==> src/hdl/tracker_pose_packet_builder_core_defines.svh <==
// Assertion macros shared by the packet builder RTL.
// Each macro expects i_clk and i_rst_n in the scope where it is used.
`ifndef TRACKER_POSE_PACKET_BUILDER_CORE_DEFINES_SVH
`define TRACKER_POSE_PACKET_BUILDER_CORE_DEFINES_SVH

// Check a property on every clock edge outside reset
`define TPPB_ASSERT(lbl, prop, msg) \
    lbl: assert property (@(posedge i_clk) disable iff (!i_rst_n) (prop)) else $error(msg);

// Check that a condition in one cycle implies another in the next cycle
`define TPPB_ASSERT_NEXT(lbl, ante, cons, msg) \
    lbl: assert property (@(posedge i_clk) disable iff (!i_rst_n) (ante) |=> (cons)) else $error(msg);

`endif

==> src/hdl/tppb_pkg.sv <==
// Shared types and constants for the tracker pose packet builder.
// No dependencies; used by every module of the block.
package tppb_pkg;

    // Channel and packet geometry
    localparam int IN_W       = 136;
    localparam int PKT_BYTES  = 16;
    localparam int PKT_W      = PKT_BYTES * 8;
    localparam int POS_W      = $clog2(PKT_BYTES);
    localparam int FIFO_DEPTH = 2;
    localparam int FIFO_AW    = $clog2(FIFO_DEPTH);
    localparam int FIFO_CW    = $clog2(FIFO_DEPTH + 1);

    // Fixed7 conversion: mg * 5021 / 4000, done as (mg * 5021 >> 5) / 125
    localparam int FIX7_MUL    = 5021;
    localparam int FIX7_SHIFT  = 5;
    localparam int FIX7_DIV    = 125;
    localparam int RECIP_SHIFT = 30;
    localparam int RECIP_125   = (1 << RECIP_SHIFT) / FIX7_DIV;

    // Smallest-three quaternion code
    localparam int QS_SHIFT  = 6;
    localparam int QS_MAX    = 511;
    localparam int QS_OFFSET = 512;

    // Packet bytes
    localparam logic [7:0] TYPE_FULL = 8'h01;
    localparam logic [7:0] TYPE_COMP = 8'h02;
    localparam logic [7:0] BATT_FLAG = 8'h80;
    localparam logic [7:0] BATT_MAX  = 8'd100;

    typedef enum logic {
        OP_FULL = 1'b0,
        OP_COMP = 1'b1
    } t_op;

    // One finished packet moving into or out of the queue
    typedef struct packed {
        logic             valid;
        logic [PKT_W-1:0] bytes;
    } t_pkt_req;

endpackage

==> src/hdl/tppb_front.sv <==
// Front end: accepts samples and builds the 16-byte packet in three stages.
// Depends on tppb_pkg; feeds tppb_fifo.
module tppb_front (
    input  logic                         i_clk,
    input  logic                         i_rst_n,
    input  logic                         i_valid,
    output logic                         o_ready,
    input  logic                         i_op,
    input  logic [tppb_pkg::IN_W-1:0]    i_data,
    input  logic                         i_full,
    output tppb_pkg::t_pkt_req           o_push
);

    // Magnitude of a signed 16-bit value, 32768 included
    function automatic logic [16:0] f_mag(input logic [15:0] v);
        logic [16:0] ext;
        ext = {v[15], v};
        return v[15] ? 17'(~ext + 17'd1) : ext;
    endfunction

    // Scale one component to a 10-bit offset field
    function automatic logic [9:0] f_field(input logic [15:0] q, input logic neg);
        logic signed [16:0] v;
        logic signed [16:0] s;
        v = $signed({q[15], q});
        if (neg) begin
            v = -v;
        end
        if (v[16]) begin
            s = (v + 17'sd63) >>> tppb_pkg::QS_SHIFT;
        end else begin
            s = v >>> tppb_pkg::QS_SHIFT;
        end
        if (s > 17'(tppb_pkg::QS_MAX)) begin
            s = 17'(tppb_pkg::QS_MAX);
        end
        return 10'(s + 17'(tppb_pkg::QS_OFFSET));
    endfunction

    // Correct the quotient estimate, apply sign and saturate to int16
    function automatic logic [15:0] f_fix7(input logic [22:0] b, input logic [16:0] qe,
                                           input logic neg);
        logic [23:0] prodq;
        logic [23:0] rem;
        logic [16:0] q;
        prodq = 24'(qe) * 24'(tppb_pkg::FIX7_DIV);
        rem   = 24'(b) - prodq;
        q     = (rem >= 24'(tppb_pkg::FIX7_DIV)) ? 17'(qe + 17'd1) : qe;
        if (!neg) begin
            return (q > 17'd32767) ? 16'h7FFF : q[15:0];
        end
        return (q > 17'd32768) ? 16'h8000 : 16'(17'd0 - q);
    endfunction

    logic        r_v1, r_v2, r_v3;
    logic        w_en;

    // Stage 1 registers
    logic        r_op1;
    logic [7:0]  r_id1, r_batt1, r_rssi1;
    logic [15:0] r_q1 [4];
    logic [15:0] r_a1 [3];
    logic [1:0]  r_big1;
    logic [22:0] r_b1 [3];
    logic        r_neg1 [3];

    // Stage 2 registers
    logic        r_op2;
    logic [7:0]  r_id2, r_batt2, r_rssi2;
    logic [15:0] r_q2 [4];
    logic [31:0] r_code2;
    logic [22:0] r_b2 [3];
    logic [16:0] r_qe2 [3];
    logic        r_neg2 [3];

    // Stage 3 register
    logic [tppb_pkg::PKT_W-1:0] r_pkt3;

    logic [15:0] w_q [4];
    logic [15:0] w_a [3];
    logic [16:0] w_m [4];
    logic [1:0]  n_big;
    logic [16:0] w_bm;
    logic [29:0] w_prod1 [3];
    logic [46:0] w_prod2 [3];
    logic [9:0]  w_f [4];
    logic        w_qneg;
    logic [31:0] n_code;
    logic [15:0] w_fx [3];
    logic [7:0]  w_batt;
    logic [tppb_pkg::PKT_W-1:0] n_pkt;

    // Advance all stages together unless the last one is blocked
    assign w_en    = !(r_v3 && i_full);
    assign o_ready = w_en;

    // Unpack sample fields
    assign w_q[0] = i_data[23:8];
    assign w_q[1] = i_data[39:24];
    assign w_q[2] = i_data[55:40];
    assign w_q[3] = i_data[71:56];
    assign w_a[0] = i_data[87:72];
    assign w_a[1] = i_data[103:88];
    assign w_a[2] = i_data[119:104];

    // Stage 1: find largest component, first accel multiply
    always_comb begin
        for (int i = 0; i < 4; i++) begin
            w_m[i] = f_mag(w_q[i]);
        end
        n_big = 2'd0;
        w_bm  = w_m[0];
        for (int i = 1; i < 4; i++) begin
            if (w_m[i] > w_bm) begin
                w_bm  = w_m[i];
                n_big = 2'(i);
            end
        end
        for (int i = 0; i < 3; i++) begin
            w_prod1[i] = 30'(f_mag(w_a[i])) * 30'(tppb_pkg::FIX7_MUL);
        end
    end

    // Stage 2: quotient estimate, smallest-three code
    always_comb begin
        for (int i = 0; i < 3; i++) begin
            w_prod2[i] = 47'(r_b1[i]) * 47'(tppb_pkg::RECIP_125);
        end
        w_qneg = r_q1[r_big1][15];
        for (int i = 0; i < 4; i++) begin
            w_f[i] = f_field(r_q1[i], w_qneg);
        end
        unique case (r_big1)
            2'd0:    n_code = {r_big1, w_f[1], w_f[2], w_f[3]};
            2'd1:    n_code = {r_big1, w_f[0], w_f[2], w_f[3]};
            2'd2:    n_code = {r_big1, w_f[0], w_f[1], w_f[3]};
            default: n_code = {r_big1, w_f[0], w_f[1], w_f[2]};
        endcase
    end

    // Stage 3: finish accel and lay out the packet
    always_comb begin
        for (int i = 0; i < 3; i++) begin
            w_fx[i] = f_fix7(r_b2[i], r_qe2[i], r_neg2[i]);
        end
        w_batt = (r_batt2 > tppb_pkg::BATT_MAX) ? tppb_pkg::BATT_MAX : r_batt2;
        unique case (tppb_pkg::t_op'(r_op2))
            tppb_pkg::OP_FULL: n_pkt = {w_fx[2], w_fx[1], w_fx[0], r_q2[0], r_q2[3],
                                        r_q2[2], r_q2[1], r_id2, tppb_pkg::TYPE_FULL};
            tppb_pkg::OP_COMP: n_pkt = {r_rssi2, w_fx[2], w_fx[1], w_fx[0], r_code2,
                                        8'h00, 8'h00, tppb_pkg::BATT_FLAG | w_batt,
                                        r_id2, tppb_pkg::TYPE_COMP};
            default:           n_pkt = '0;
        endcase
    end

    // Stage valids
    always_ff @(posedge i_clk) begin
        if (!i_rst_n) begin
            r_v1 <= 1'b0;
            r_v2 <= 1'b0;
            r_v3 <= 1'b0;
        end else if (w_en) begin
            r_v1 <= i_valid;
            r_v2 <= r_v1;
            r_v3 <= r_v2;
        end
    end

    // Stage payloads
    always_ff @(posedge i_clk) begin
        if (w_en) begin
            r_op1   <= i_op;
            r_id1   <= i_data[7:0];
            r_batt1 <= i_data[127:120];
            r_rssi1 <= i_data[135:128];
            r_big1  <= n_big;
            for (int i = 0; i < 4; i++) begin
                r_q1[i] <= w_q[i];
                r_q2[i] <= r_q1[i];
            end
            for (int i = 0; i < 3; i++) begin
                r_a1[i]   <= w_a[i];
                r_b1[i]   <= w_prod1[i][27:tppb_pkg::FIX7_SHIFT];
                r_neg1[i] <= w_a[i][15];
                r_b2[i]   <= r_b1[i];
                r_qe2[i]  <= w_prod2[i][46:tppb_pkg::RECIP_SHIFT];
                r_neg2[i] <= r_neg1[i] && (r_a1[i] != 16'd0);
            end
            r_op2   <= r_op1;
            r_id2   <= r_id1;
            r_batt2 <= r_batt1;
            r_rssi2 <= r_rssi1;
            r_code2 <= n_code;
            r_pkt3  <= n_pkt;
        end
    end

    assign o_push.valid = r_v3;
    assign o_push.bytes = r_pkt3;

endmodule

==> src/hdl/tppb_fifo.sv <==
// Two-entry packet queue between the front end and the byte serializer.
// Depends on tppb_pkg and the shared assertion macros.
`include "tracker_pose_packet_builder_core_defines.svh"

module tppb_fifo (
    input  logic               i_clk,
    input  logic               i_rst_n,
    input  tppb_pkg::t_pkt_req i_push,
    output logic               o_full,
    output tppb_pkg::t_pkt_req o_head,
    input  logic               i_pop
);

    logic [tppb_pkg::PKT_W-1:0]   r_mem [tppb_pkg::FIFO_DEPTH];
    logic [tppb_pkg::FIFO_AW-1:0] r_wp, r_rp;
    logic [tppb_pkg::FIFO_CW-1:0] r_cnt;
    logic                         w_wr, w_rd;

    assign o_full       = (r_cnt == tppb_pkg::FIFO_CW'(tppb_pkg::FIFO_DEPTH));
    assign w_wr         = i_push.valid && !o_full;
    assign w_rd         = i_pop && (r_cnt != '0);
    assign o_head.valid = (r_cnt != '0);
    assign o_head.bytes = r_mem[r_rp];

    // Pointers and fill count
    always_ff @(posedge i_clk) begin
        if (!i_rst_n) begin
            r_wp  <= '0;
            r_rp  <= '0;
            r_cnt <= '0;
        end else begin
            if (w_wr) begin
                r_wp <= r_wp + 1'b1;
            end
            if (w_rd) begin
                r_rp <= r_rp + 1'b1;
            end
            r_cnt <= r_cnt + tppb_pkg::FIFO_CW'(w_wr) - tppb_pkg::FIFO_CW'(w_rd);
        end
    end

    // Store pushed packet
    always_ff @(posedge i_clk) begin
        if (w_wr) begin
            r_mem[r_wp] <= i_push.bytes;
        end
    end

    `TPPB_ASSERT(a_fifo_no_underflow, !i_pop || (r_cnt != '0), "pop from empty packet queue")
    `TPPB_ASSERT(a_fifo_bound, r_cnt <= tppb_pkg::FIFO_CW'(tppb_pkg::FIFO_DEPTH), "queue count overrun")

endmodule

==> src/hdl/tppb_back.sv <==
// Back end: streams the head out one byte per ready cycle, with position and last.
// Depends on tppb_pkg and the shared assertion macros.
`include "tracker_pose_packet_builder_core_defines.svh"

module tppb_back (
    input  logic                       i_clk,
    input  logic                       i_rst_n,
    input  tppb_pkg::t_pkt_req         i_head,
    output logic                       o_pop,
    output logic                       o_valid,
    input  logic                       i_ready,
    output logic [7:0]                 o_byte,
    output logic [tppb_pkg::POS_W-1:0] o_pos,
    output logic                       o_last
);

    logic                       r_ov;
    logic [7:0]                 r_byte;
    logic [tppb_pkg::POS_W-1:0] r_pos;
    logic                       r_last;
    logic [tppb_pkg::POS_W-1:0] r_idx;
    logic                       w_load;
    logic                       w_idx_last;

    assign w_load     = i_head.valid && (!r_ov || i_ready);
    assign w_idx_last = (r_idx == tppb_pkg::POS_W'(tppb_pkg::PKT_BYTES - 1));
    assign o_pop      = w_load && w_idx_last;

    // Output valid and byte index
    always_ff @(posedge i_clk) begin
        if (!i_rst_n) begin
            r_ov  <= 1'b0;
            r_idx <= '0;
        end else begin
            if (w_load) begin
                r_ov  <= 1'b1;
                r_idx <= r_idx + 1'b1;
            end else if (i_ready) begin
                r_ov <= 1'b0;
            end
        end
    end

    // Output payload
    always_ff @(posedge i_clk) begin
        if (w_load) begin
            r_byte <= i_head.bytes[{r_idx, 3'b000} +: 8];
            r_pos  <= r_idx;
            r_last <= w_idx_last;
        end
    end

    assign o_valid = r_ov;
    assign o_byte  = r_byte;
    assign o_pos   = r_pos;
    assign o_last  = r_last;

    `TPPB_ASSERT_NEXT(a_back_no_gap, r_ov && i_ready && !r_last, r_ov && (r_pos == $past(r_pos) + 1'b1), "gap or skip inside a packet")
    `TPPB_ASSERT_NEXT(a_back_restart, r_ov && i_ready && r_last, !r_ov || (r_pos == '0), "packet does not start at byte zero")

endmodule

==> src/hdl/tracker_pose_packet_builder_core.sv <==
// Top level of the tracker pose packet builder.
// Depends on tppb_pkg, tppb_front, tppb_fifo and tppb_back.
//
// Usage:
//   Slave channel s_axis_* takes one tracker sample per request; tuser selects
//   the packet kind (0 full precision, 1 compressed). Master channel m_axis_*
//   returns the 16-byte packet one byte per request, byte position in tdata
//   and tlast on byte fifteen.
//   When the block is empty, a sample passes the three build stages, the queue
//   and the output register before its first byte is offered.
//   Throughput is set by the one-byte output port; the build pipeline takes a
//   sample every cycle while its last stage is not blocked, and a two-entry
//   packet queue lets it run ahead of the serializer.
//   Reset (i_rst_n low, synchronous) empties the pipeline, the queue and the
//   output register; nothing is emitted afterwards until a new sample.
//   When m_axis_tready is low the current byte holds; the queue then fills
//   and s_axis_tready drops once the last build stage cannot drain.
module tracker_pose_packet_builder_core (
    input  logic         i_clk,
    input  logic         i_rst_n,
    input  logic         s_axis_tvalid,
    output logic         s_axis_tready,
    // [7:0] tracker_number, [23:8] quat_w_in, [39:24] quat_x_in,
    // [55:40] quat_y_in, [71:56] quat_z_in, [87:72] accel_x_mg,
    // [103:88] accel_y_mg, [119:104] accel_z_mg, [127:120] battery_percent,
    // [135:128] signal_strength
    input  logic [135:0] s_axis_tdata,
    // [0] operation
    input  logic         s_axis_tuser,
    output logic         m_axis_tvalid,
    input  logic         m_axis_tready,
    // [7:0] packet_byte, [11:8] byte_position, [15:12] zero
    output logic [15:0]  m_axis_tdata,
    // last_byte
    output logic         m_axis_tlast
);

    tppb_pkg::t_pkt_req         w_push;
    tppb_pkg::t_pkt_req         w_head;
    logic                       w_full;
    logic                       w_pop;
    logic [7:0]                 w_byte;
    logic [tppb_pkg::POS_W-1:0] w_pos;

    tppb_front u_front (
        .i_clk   (i_clk),
        .i_rst_n (i_rst_n),
        .i_valid (s_axis_tvalid),
        .o_ready (s_axis_tready),
        .i_op    (s_axis_tuser),
        .i_data  (s_axis_tdata),
        .i_full  (w_full),
        .o_push  (w_push)
    );

    tppb_fifo u_fifo (
        .i_clk   (i_clk),
        .i_rst_n (i_rst_n),
        .i_push  (w_push),
        .o_full  (w_full),
        .o_head  (w_head),
        .i_pop   (w_pop)
    );

    tppb_back u_back (
        .i_clk   (i_clk),
        .i_rst_n (i_rst_n),
        .i_head  (w_head),
        .o_pop   (w_pop),
        .o_valid (m_axis_tvalid),
        .i_ready (m_axis_tready),
        .o_byte  (w_byte),
        .o_pos   (w_pos),
        .o_last  (m_axis_tlast)
    );

    assign m_axis_tdata = {4'b0000, w_pos, w_byte};

endmodule
==> config.mk <==
export PLATFORM = sky130hd
export DESIGN_NAME = tracker_pose_packet_builder_core
export DESIGN_NICKNAME = d
export VERILOG_FILES = /design/src/hdl/tppb_pkg.sv /design/src/hdl/tppb_front.sv /design/src/hdl/tppb_fifo.sv /design/src/hdl/tppb_back.sv /design/src/hdl/tracker_pose_packet_builder_core.sv
export VERILOG_INCLUDE_DIRS = /design/src /design/src/hdl
export SDC_FILE = /design/constraint.sdc
export NUM_CORES = 2
export LEC_CHECK = 0
export BUFFER_PORTS_ARGS = -buffer_cell sky130_fd_sc_hd__buf_4
export CAP_MARGIN = 5
export CORE_MARGIN = 1
export CORE_UTILIZATION = 38
export CTS_CLUSTER_DIAMETER = 200
export DETAILED_ROUTE_END_ITERATION = 10
export GPL_TIMING_DRIVEN = 0
export RECOVER_POWER = 100
export SYNTH_ARGS = -nofsm -noshare
export SYNTH_HDL_FRONTEND = slang
export SYNTH_SLANG_ARGS = --single-unit
==> constraint.sdc <==
create_clock -name i_clk -period 33.8 [get_ports i_clk]
set_input_delay 0 -clock i_clk [delete_from_list [all_inputs] [get_ports i_clk]]
set_output_delay 0 -clock i_clk [all_outputs]
set_load 0.03 [all_outputs]
==> metrics list <==
- In the final routed layout, each cell accounts on average for 17.2 µm.
* Synth Area in Compound Gates: 7.95%
- For this run, the post-layout net count is 10700.
- The startpoint identified for the worst hold timing path is s_axis_tdata[106].
- In this run the horizontal extent of the chip is 476 µm.
- Synth Area in XOR/XNOR: 3.89%
- In this run, distinct cell masters in the synthesized netlist total 110.
- Layout cell share with drive strength beyond 1: 4.39%
- Kind of start point of the critical path: flip-flop
* Number of slew-limit violations in the final report: 760
- The via count of the first global-routing pass came to 58700.
* Remaining number of nets flagged by the antenna check after routing: 0
- In this run, synthesis produced a sequential element count of 799.
* Root buffer cell: sky130_fd_sc_hd__clkbuf_16
- Reg-to-reg slack, setup: 21.51 ns
- The die is 476 µm tall.
* Type of the most critical hold path: in -> reg
- Cell-by-cell listing of the critical path: nand3_1 -> clkbuf_1 -> clkbuf_1 -> clkbuf_1 -> clkbuf_1 -> clkbuf_1 -> clkbuf_1
- Total gr overflow: 0
* Crit Path Max Fanout: 55
* Routed WL: 196 mm
* Clk_lat worst skew: 0.72 ns
* Sequential area share after synthesis: 27.9%
* Bufs on Longest Clock Path: 3
- Placed instance count: 11100
* Type of the worst setup path: reg -> reg
- Required @ worst endpoint: 34.05 ns
- Number of I/O port buffers: 155
* Cell seen most often among critical-path stages: sky130_fd_sc_hd__clkbuf_1
- Largest family of logic cells by synthesized area: adder cells
- The flow ran to the end, but the final reports show violations.
- Post-synthesis share of cell area spent on full adders, half adders and majority gates: 41.2%
- DP Wirelength: 160 mm
- The library cell used most frequently in the layout, excluding fill and tap cells, is sky130_fd_sc_hd__inv_1.
- In this run the core area contains 173 standard-cell rows.
- After clock tree synthesis, the clock-pin slew on the worst setup and hold paths is 0.06 ns.
- Worst min-delay path endpoint: u_front.r_b1[0][46]
- The checks that failed: capacitance limit, slew limit.
- Cell types occupying the most area after synthesis: sky130_fd_sc_hd__edfxtp_1 28%, sky130_fd_sc_hd__fa_1 22%, sky130_fd_sc_hd__ha_1 20%
- # Max-Cap Violations: 19
- After clock tree synthesis, the setup repair step added 0 buffers.
- For this run, the detailed router's first-pass iteration total came to 6.
- Worst hold path stage count: 4
- In this run, post-CTS repair resized a total of 0 instances.
- Entering global routing, the biggest net connects 65 pins.
- The first global-routing pass estimated 317 mm of wire.
* TritonCTS clock tree: done
* Starting density of the core: 38.4%
- Remaining design rule violation count: 0
- Cell type contributing the most total cell area after synthesis: sky130_fd_sc_hd__edfxtp_1
- Achievable frequency: 81.4 MHz
- H-tree levels: 3
- CP peak stage delay: 2.17 ns
- In this run the tightest slew margin relative to its limit is -125%.
- Worst reg2reg path depth: 7
- Share of cell area taken by muxes after synthesis: 3.08%
- Top_reg_cell synth: sky130_fd_sc_hd__edfxtp_1
* Die Area: 227000 µm²
- After detailed routing, the number of vias per cell comes to 4.89.
- Top-level I/O count: 160
- Simple-gate share of the synthesized area: 6.57%
- Setup violations remaining at the end of the flow were counted as 0.
* Number of antenna violations at the first check in global routing: 2
* Post-synth EDFFs: 786
- First DRT Iteration DRCs: 2980
- Accumulated negative setup slack: 0 ns
- Number of hold buffers added after cts: 142
- Averaged over all synthesized cells, the footprint is 10.8 µm².
- Worst reg2reg startpoint: u_fifo.r_cnt[1]
- Core Footprint: 223000 µm²
- Routability-driven placement finished with a final weighted congestion of 0.920.
- Clock tree synthesis found a total of 799 sinks.
- Total global-route track usage: 17.4%
- Area growth from synthesis to layout: 10.5%
- Synthesized instance count: 7912
- Final critical path time including I/O delays and setup: 12.29 ns
- Share of synthesized registers carrying an async set or reset: 0%
* Data arrival time at the worst-slack endpoint: 12.53 ns
- The endpoint identified for the worst register-to-register timing path is u_front.r_b1[0][37].
- The library cells used most frequently in the layout, excluding fill and tap cells, are 2013 x sky130_fd_sc_hd__inv_1, 1336 x sky130_fd_sc_hd__ha_1, 924 x sky130_fd_sc_hd__fa_1, 786 x sky130_fd_sc_hd__edfxtp_1, 285 x sky130_fd_sc_hd__nor2_1.
* Final Hold Viols: 0
- Count of non-filler cells in the finished layout: 11400
* Slowest stage cell, crit path: sky130_fd_sc_hd__clkbuf_1
* RSZ-0062 raised after global routing: no
- Post-route fraction of the period consumed by the critical path: 36.4%
- Total of warnings raised by yosys: 0
- Number of vias in the routed layout: 55700
- For the final database, setup skew stands at 0.0325 ns.
- STA classifies the critical path endpoint as a flip-flop.
- The synthesized design devotes to its leading area cell type 27.6% of total area.
* Inserted Clock Buffers: 87
- Synthesized cell area: 85500 µm²
- For the pin with the worst max-slew slack, the measured transition is 3.38 ns.
-- metal layers --
| layer | up-vias | GRT usage, % | wire length [µm] |
|---|---|---|---|
| met5 | - | 0 | 18 |
| met4 | 2 | 4.80 | 5180 |
| met3 | 272 | 1.58 | 6540 |
| met2 | 1026 | 29.3 | 92600 |
| met1 | 27400 | 24.0 | 91900 |
| li1 | 27000 | - | - |
-- sequential cells by signal (all words and copies together), names as in the netlist, 8 cells and up, named ones only --
signal	flops
u_front.r_qe2	51
u_back.o_byte	8
u_front.r_rssi2	8
u_front.r_id1	8
u_fifo.r_mem	244
u_front.r_pkt3	122
u_front.r_q1	64
u_front.r_q2	64
u_front.r_batt1	8
u_front.r_b2	69
u_front.r_code2	32
u_front.r_b1	69
u_front.r_batt2	8
u_front.r_rssi1	8
u_front.r_id2	8
-- cells by family after synthesis --
kind of cell,count (synthesis)
and+or+nand+nor,1114
AOI/OAI and AO/OA,1011
buffers and inverters,2133
DFF,799
xor gates and xnor gates,378
other,2
muxes,215
adders and majority gates,2260
-- cell usage after synthesis, types with 12 or more instances --
master / number
sky130_fd_sc_hd__a21boi_0: 12
sky130_fd_sc_hd__o221ai_1: 22
sky130_fd_sc_hd__a31oi_1: 31
sky130_fd_sc_hd__a211oi_1: 28
sky130_fd_sc_hd__o211ai_1: 23
sky130_fd_sc_hd__nand2_1: 261
sky130_fd_sc_hd__nor2_1: 285
sky130_fd_sc_hd__mux2i_1: 117
sky130_fd_sc_hd__o41ai_1: 28
sky130_fd_sc_hd__o21ai_0: 207
sky130_fd_sc_hd__buf_1: 16
sky130_fd_sc_hd__a21o_1: 78
sky130_fd_sc_hd__mux2_2: 66
sky130_fd_sc_hd__fa_1: 924
sky130_fd_sc_hd__and2_1: 40
sky130_fd_sc_hd__nand2b_1: 54
sky130_fd_sc_hd__nor4_1: 26
sky130_fd_sc_hd__ha_1: 1336
sky130_fd_sc_hd__o31ai_1: 58
sky130_fd_sc_hd__nor3_1: 89
sky130_fd_sc_hd__xnor2_1: 257
sky130_fd_sc_hd__edfxtp_1: 786
sky130_fd_sc_hd__nor2b_1: 63
sky130_fd_sc_hd__mux4_2: 32
sky130_fd_sc_hd__xor2_1: 119
sky130_fd_sc_hd__nand3_1: 75
sky130_fd_sc_hd__or4_1: 19
sky130_fd_sc_hd__o21bai_1: 17
sky130_fd_sc_hd__o22ai_1: 23
sky130_fd_sc_hd__or3_1: 50
sky130_fd_sc_hd__o21a_1: 54
sky130_fd_sc_hd__a21oi_1: 244
sky130_fd_sc_hd__clkbuf_1: 88
sky130_fd_sc_hd__and3_1: 28
sky130_fd_sc_hd__or2_2: 22
sky130_fd_sc_hd__inv_1: 2012
sky130_fd_sc_hd__nand4_1: 42
sky130_fd_sc_hd__o21ai_1: 12
sky130_fd_sc_hd__dfxtp_1: 13
sky130_fd_sc_hd__a211o_1: 23
-- worst max-delay path by stage --
stage / cells past startpoint / start / to / slack (ns)
after detailed placement: 28 / u_front.r_qe2[0][3] / u_front.r_pkt3[91] / 24.77
after floorplan: 2 / u_fifo.r_cnt[0] / u_front.r_a1[0][15] / 16.18
after global routing: 8 / u_fifo.r_cnt[0] / u_front.r_b1[0][35] / 20.03
after global placement: 2 / u_fifo.r_cnt[0] / u_front.r_neg1[0][2] / 8.74
after CTS: 28 / u_front.r_qe2[0][3] / u_front.r_pkt3[91] / 24.74
final: 7 / u_fifo.r_cnt[1] / u_front.r_b1[0][37] / 21.51
-- per-stage QoR --
step / instance area [µm²] / setup WS (ns) / hold WS, ns / utilization (%)
6_report: 94500 / 21.51 / 0.0683 / 42.4
5_1_grt: 94500 / 20.03 / 0.0855 / 42.4
4_1_cts: 95300 / 24.74 / 0.000223 / 42.8
3_5_place_dp: 90900 / 24.77 / 0.179 / 40.8
3_3_place_gp: 90500 / 8.74 / 0.180 / 40.6
2_1_floorplan: 85600 / 16.18 / 0.0989 / -
-- area by class of cell --
type	count	area, µm²
fill	21200	128000
multi-input combinational	5006	53600
sequential	799	23900
inverter	2013	7560
buffer	120	474
antenna	2	5.00
timing repair buffer	316	2360
clock buffer	99	2240
tap	2975	3720
clock inverter	62	728
-- worst max-delay path: cells and delay by family, from the launching register on --
| family | cells | cell delay, ns |
|---|---|---|
| simple gates | 1 | 1.04 |
| flops | 1 | 0.36 |
| buf+inv | 6 | 10.25 |
Power is left out: the tool's default activity adds up to more than one toggle a clock period on the data nets, which glitch-free logic cannot reach.
